--- src/rtl/qpse_ram.sv ---
// ----------------------------------------------------------------------------
// qpse_ram
// Generic single-write, single-read RAM with registered read data.
// ----------------------------------------------------------------------------
`default_nettype none

module qpse_ram #(
	parameter int W = 64,
	parameter int D = 36
) (
	input  wire logic                 clk,
	input  wire logic                 we,
	input  wire logic [$clog2(D)-1:0] waddr,
	input  wire logic [W-1:0]         wdata,
	input  wire logic [$clog2(D)-1:0] raddr,
	output logic      [W-1:0]         rdata
);

	logic [W-1:0] mem [D];

	always_ff @(posedge clk) begin
		if (we)
			mem[waddr] <= wdata;
		rdata <= mem[raddr];
	end

endmodule

`default_nettype wire

--- config.mk ---
export PLATFORM = sky130hd
export DESIGN_NAME = qpse_ram
export DESIGN_NICKNAME = d
export VERILOG_FILES = /design/src/rtl/qpse_ram.sv
export SDC_FILE = /design/constraint.sdc
export NUM_CORES = 2
export LEC_CHECK = 0
export ABC_AREA = 1
export BUFFER_PORTS_ARGS = -buffer_cell sky130_fd_sc_hd__buf_2
export CAP_MARGIN = 0
export CORE_MARGIN = 10
export CORE_UTILIZATION = 25
export DETAILED_ROUTE_END_ITERATION = 16
export HOLD_SLACK_MARGIN = 0.08
export SLEW_MARGIN = 20
export SYNTH_ARGS = -nofsm -noshare
export SYNTH_HDL_FRONTEND = slang
export SYNTH_SLANG_ARGS = --single-unit
--- constraint.sdc ---
create_clock -name clk -period 11.4 [get_ports clk]
set_input_delay 2.28 -clock clk [delete_from_list [all_inputs] [get_ports clk]]
set_output_delay 2.28 -clock clk [all_outputs]
set_load 0.05 [all_outputs]
==> results.ini <==
[detailed_routing]
drc=0
firstDrtPassIters=6
avgRoutedWirePerCell_um=21.7
vias=59600
viasPerCell=4.71
ant_nets=0
drt_iter0_drc=6956
wl_um=275000

[sta]
worst_slew_pin_slew_ps=1280
setup-violations-final=0
hold_violations=0
skew_ps=36.3
fin_crit_sh=0.552
relSlewSlack=0.144
whs_ps=619
drv_slew=0
max_freq_mhz=159
fin_tns_setup_ps=0
rsz0062_at_grt=no
min_period_ps=6300

[worst_setup_path]
reg2reg_to=rdata[29]
slowest_stage=buf_4
required_ps=12200
r2r-start=mem[19][29]
path_cells=buf_8 > buf_4 > buf_4 > buf_4 > buf_4 > nand2_1 > nand3_1 > nand3_1 > nand3_1 > nand3_1 > nand2_1 > nand2_1 > nand2_1
path_class=in2reg
arrival_ps=7100
cp-end-kind=register
path_max_fanout=106
critPathLaunchType=primary input
rrSetupSlack_ps=9880
cpPeakStageDelay_ps=850
worstRegToRegCells=8

[placement]
dp_hpwl_um=133000
place_area_um2=98800
port_buffers=141
gp_congestion=0.740

[synthesis]
synth_top_area_cell=edfxtp_1
yosysWarnings=0
synth_top_area_frac=0.742
ys_seq_area_frac=0.755
syn-cell-area_um2=93300
synth_nets=7557
synthCells=7479
ys_ff_latch=2368
ys_types=17
syn_area_per_cell_um2=12.5
synthTopCellsByArea=edfxtp_1 74%, nand3_1 10%, nand2_1 9.4%

[min_path]
worstHoldStart=mem[32][21]
whs_path_depth=4
hold_class=reg2reg
whs_endpoint=rdata[21]

[power]
leakage_nw=36.0
ir_drop_mv=0.130
power.total_mw=18.2
power_density_nw_per_um2=171

[clock_tree]
cts_root_buf=clkbuf_16
clock_latency_ps=880
ctsHoldBuffers=0
cts_tree=done
cts_buffers=226
cts-htree-levels=4
cts_setup_buffers=0
path_clk_slew_ps=70
clockBufferDepth=3
postCtsResizedCells=0
cts_sinks=2368

[floorplanning]
die-width_um=631
dieArea_um2=398000
fp-row-count=224
die_h_um=631
start_util=0.251
ios=142
core_area_um2=372000

[layout]
fin_util=0.286
syn_to_final_growth_pct=13.8
finalInstanceArea_um2=106000
drive_gt1_frac=0.0815
fill_cells=37500
final_nets=7552

[flow_run]
maxCapViolations=0

[global_route]
antenna_found_initial=66
grt_pass1_vias=56200
grt_max_degree=284
grt_first_pass_wirelength_um=397000
grt_usage=0.132
overflow=0

[status]
outcome=finished clean

[power breakdown]
| part | switching, mW | total [mW] | internal [mW] |
|---|---|---|---|
| combinational | 0.822 | 1.07 | 0.243 |
| clock | 3.26 | 7.44 | 4.18 |
| sequential | 0.0394 | 9.67 | 9.63 |
[layout make-up]
| cell class | instances | area (um^2) | share of cell area |
|---|---|---|---|
| tap | 4972 | 6220 | 0.0586 |
| multi-input combinational | 4607 | 20300 | 0.191 |
| sequential | 2368 | 70500 | 0.664 |
| clock inverter | 114 | 1010 | 0.00951 |
| timing repair buffer | 260 | 1800 | 0.0169 |
| clock buffer | 311 | 6280 | 0.0592 |
| antenna | 15 | 37.5 | 0.000353 |
| inverter | 11 | 93.8 | 0.000884 |
[registers in the layout, summed over array words and instances, names as in the netlist]
| register | count |
|---|---|
| mem | 2304 |
| rdata | 64 |
[metrics by stage]
step                      setup slack (ps)  instances
after floorplan                       5570       7479
after global placement                4340      12200
after detailed placement              4320      12200
after CTS                             5230      12600
after global routing                  4850      12600
final                                 5100      12700
[worst max-delay path: cells and delay by family]
kind / cells / cell delay [ps]
AND/OR/NAND/NOR: 8 / 870
buffers and inverters: 5 / 3690
[cell families (layout without fill, tap and decap cells)]
group,after synthesis,count (layout),share of synthesized area
flip-flops,2368,2368,0.755
other,0,15,0
AND/OR/NAND/NOR,4415,4415,0.203
AO/OA/AOI/OAI,192,192,0.0112
buffers and inverters,504,696,0.0301
[metal layers]
layer | GRT usage | vias up | part of all wire | routed length, um
met3 | 0.0198 | 569 | 0.075 | 20600
met2 | 0.219 | 2539 | 0.48 | 131000
met1 | 0.174 | 29700 | 0.41 | 113000
met4 | 0.0486 | 28 | 0.036 | 9980
li1 | - | 26700 | - | -
met5 | 0 | - | 0.00061 | 167
[cell usage in the layout (no fill, tap or decap), types with 9 or more instances in the layout]
cell	instances
edfxtp_1	2304
diode_2	15
clkbuf_1	61
clkinv_1	41
o21ai_0	127
o22ai_1	64
bufinv_16	15
buf_12	9
dfxtp_1	64
clkinv_2	42
nand3_1	1920
clkbuf_8	19
nand2_1	2328
nor2_1	131
nor2_4	36
buf_4	109
buf_2	135
clkbuf_16	232
[synth_stat cells]
library cell / instances
buf_6: 51
buf_2: 244
buf_4: 60
edfxtp_1: 2304
clkbuf_1: 94
nand2_1: 2328
inv_1: 7
buf_1: 44
inv_2: 2
inv_4: 1
dfxtp_1: 64
o22ai_1: 64
nand3_1: 1920
o21ai_1: 1
nor2_1: 167
clkinv_2: 1
o21ai_0: 127
[worst max-delay path by stage]
stage,from,endpoint,slack [ps],depth (start not counted)
final,raddr[0],rdata[57],5100,13
after global routing,raddr[0],rdata[57],4850,13
after CTS,raddr[0],rdata[57],5230,13
after detailed placement,raddr[0],rdata[57],4320,13
after global placement,raddr[0],rdata[57],4340,13
after floorplan,waddr[4],mem[24][0],5570,4
No activity file was read; power rests on OpenSTA's default activity.
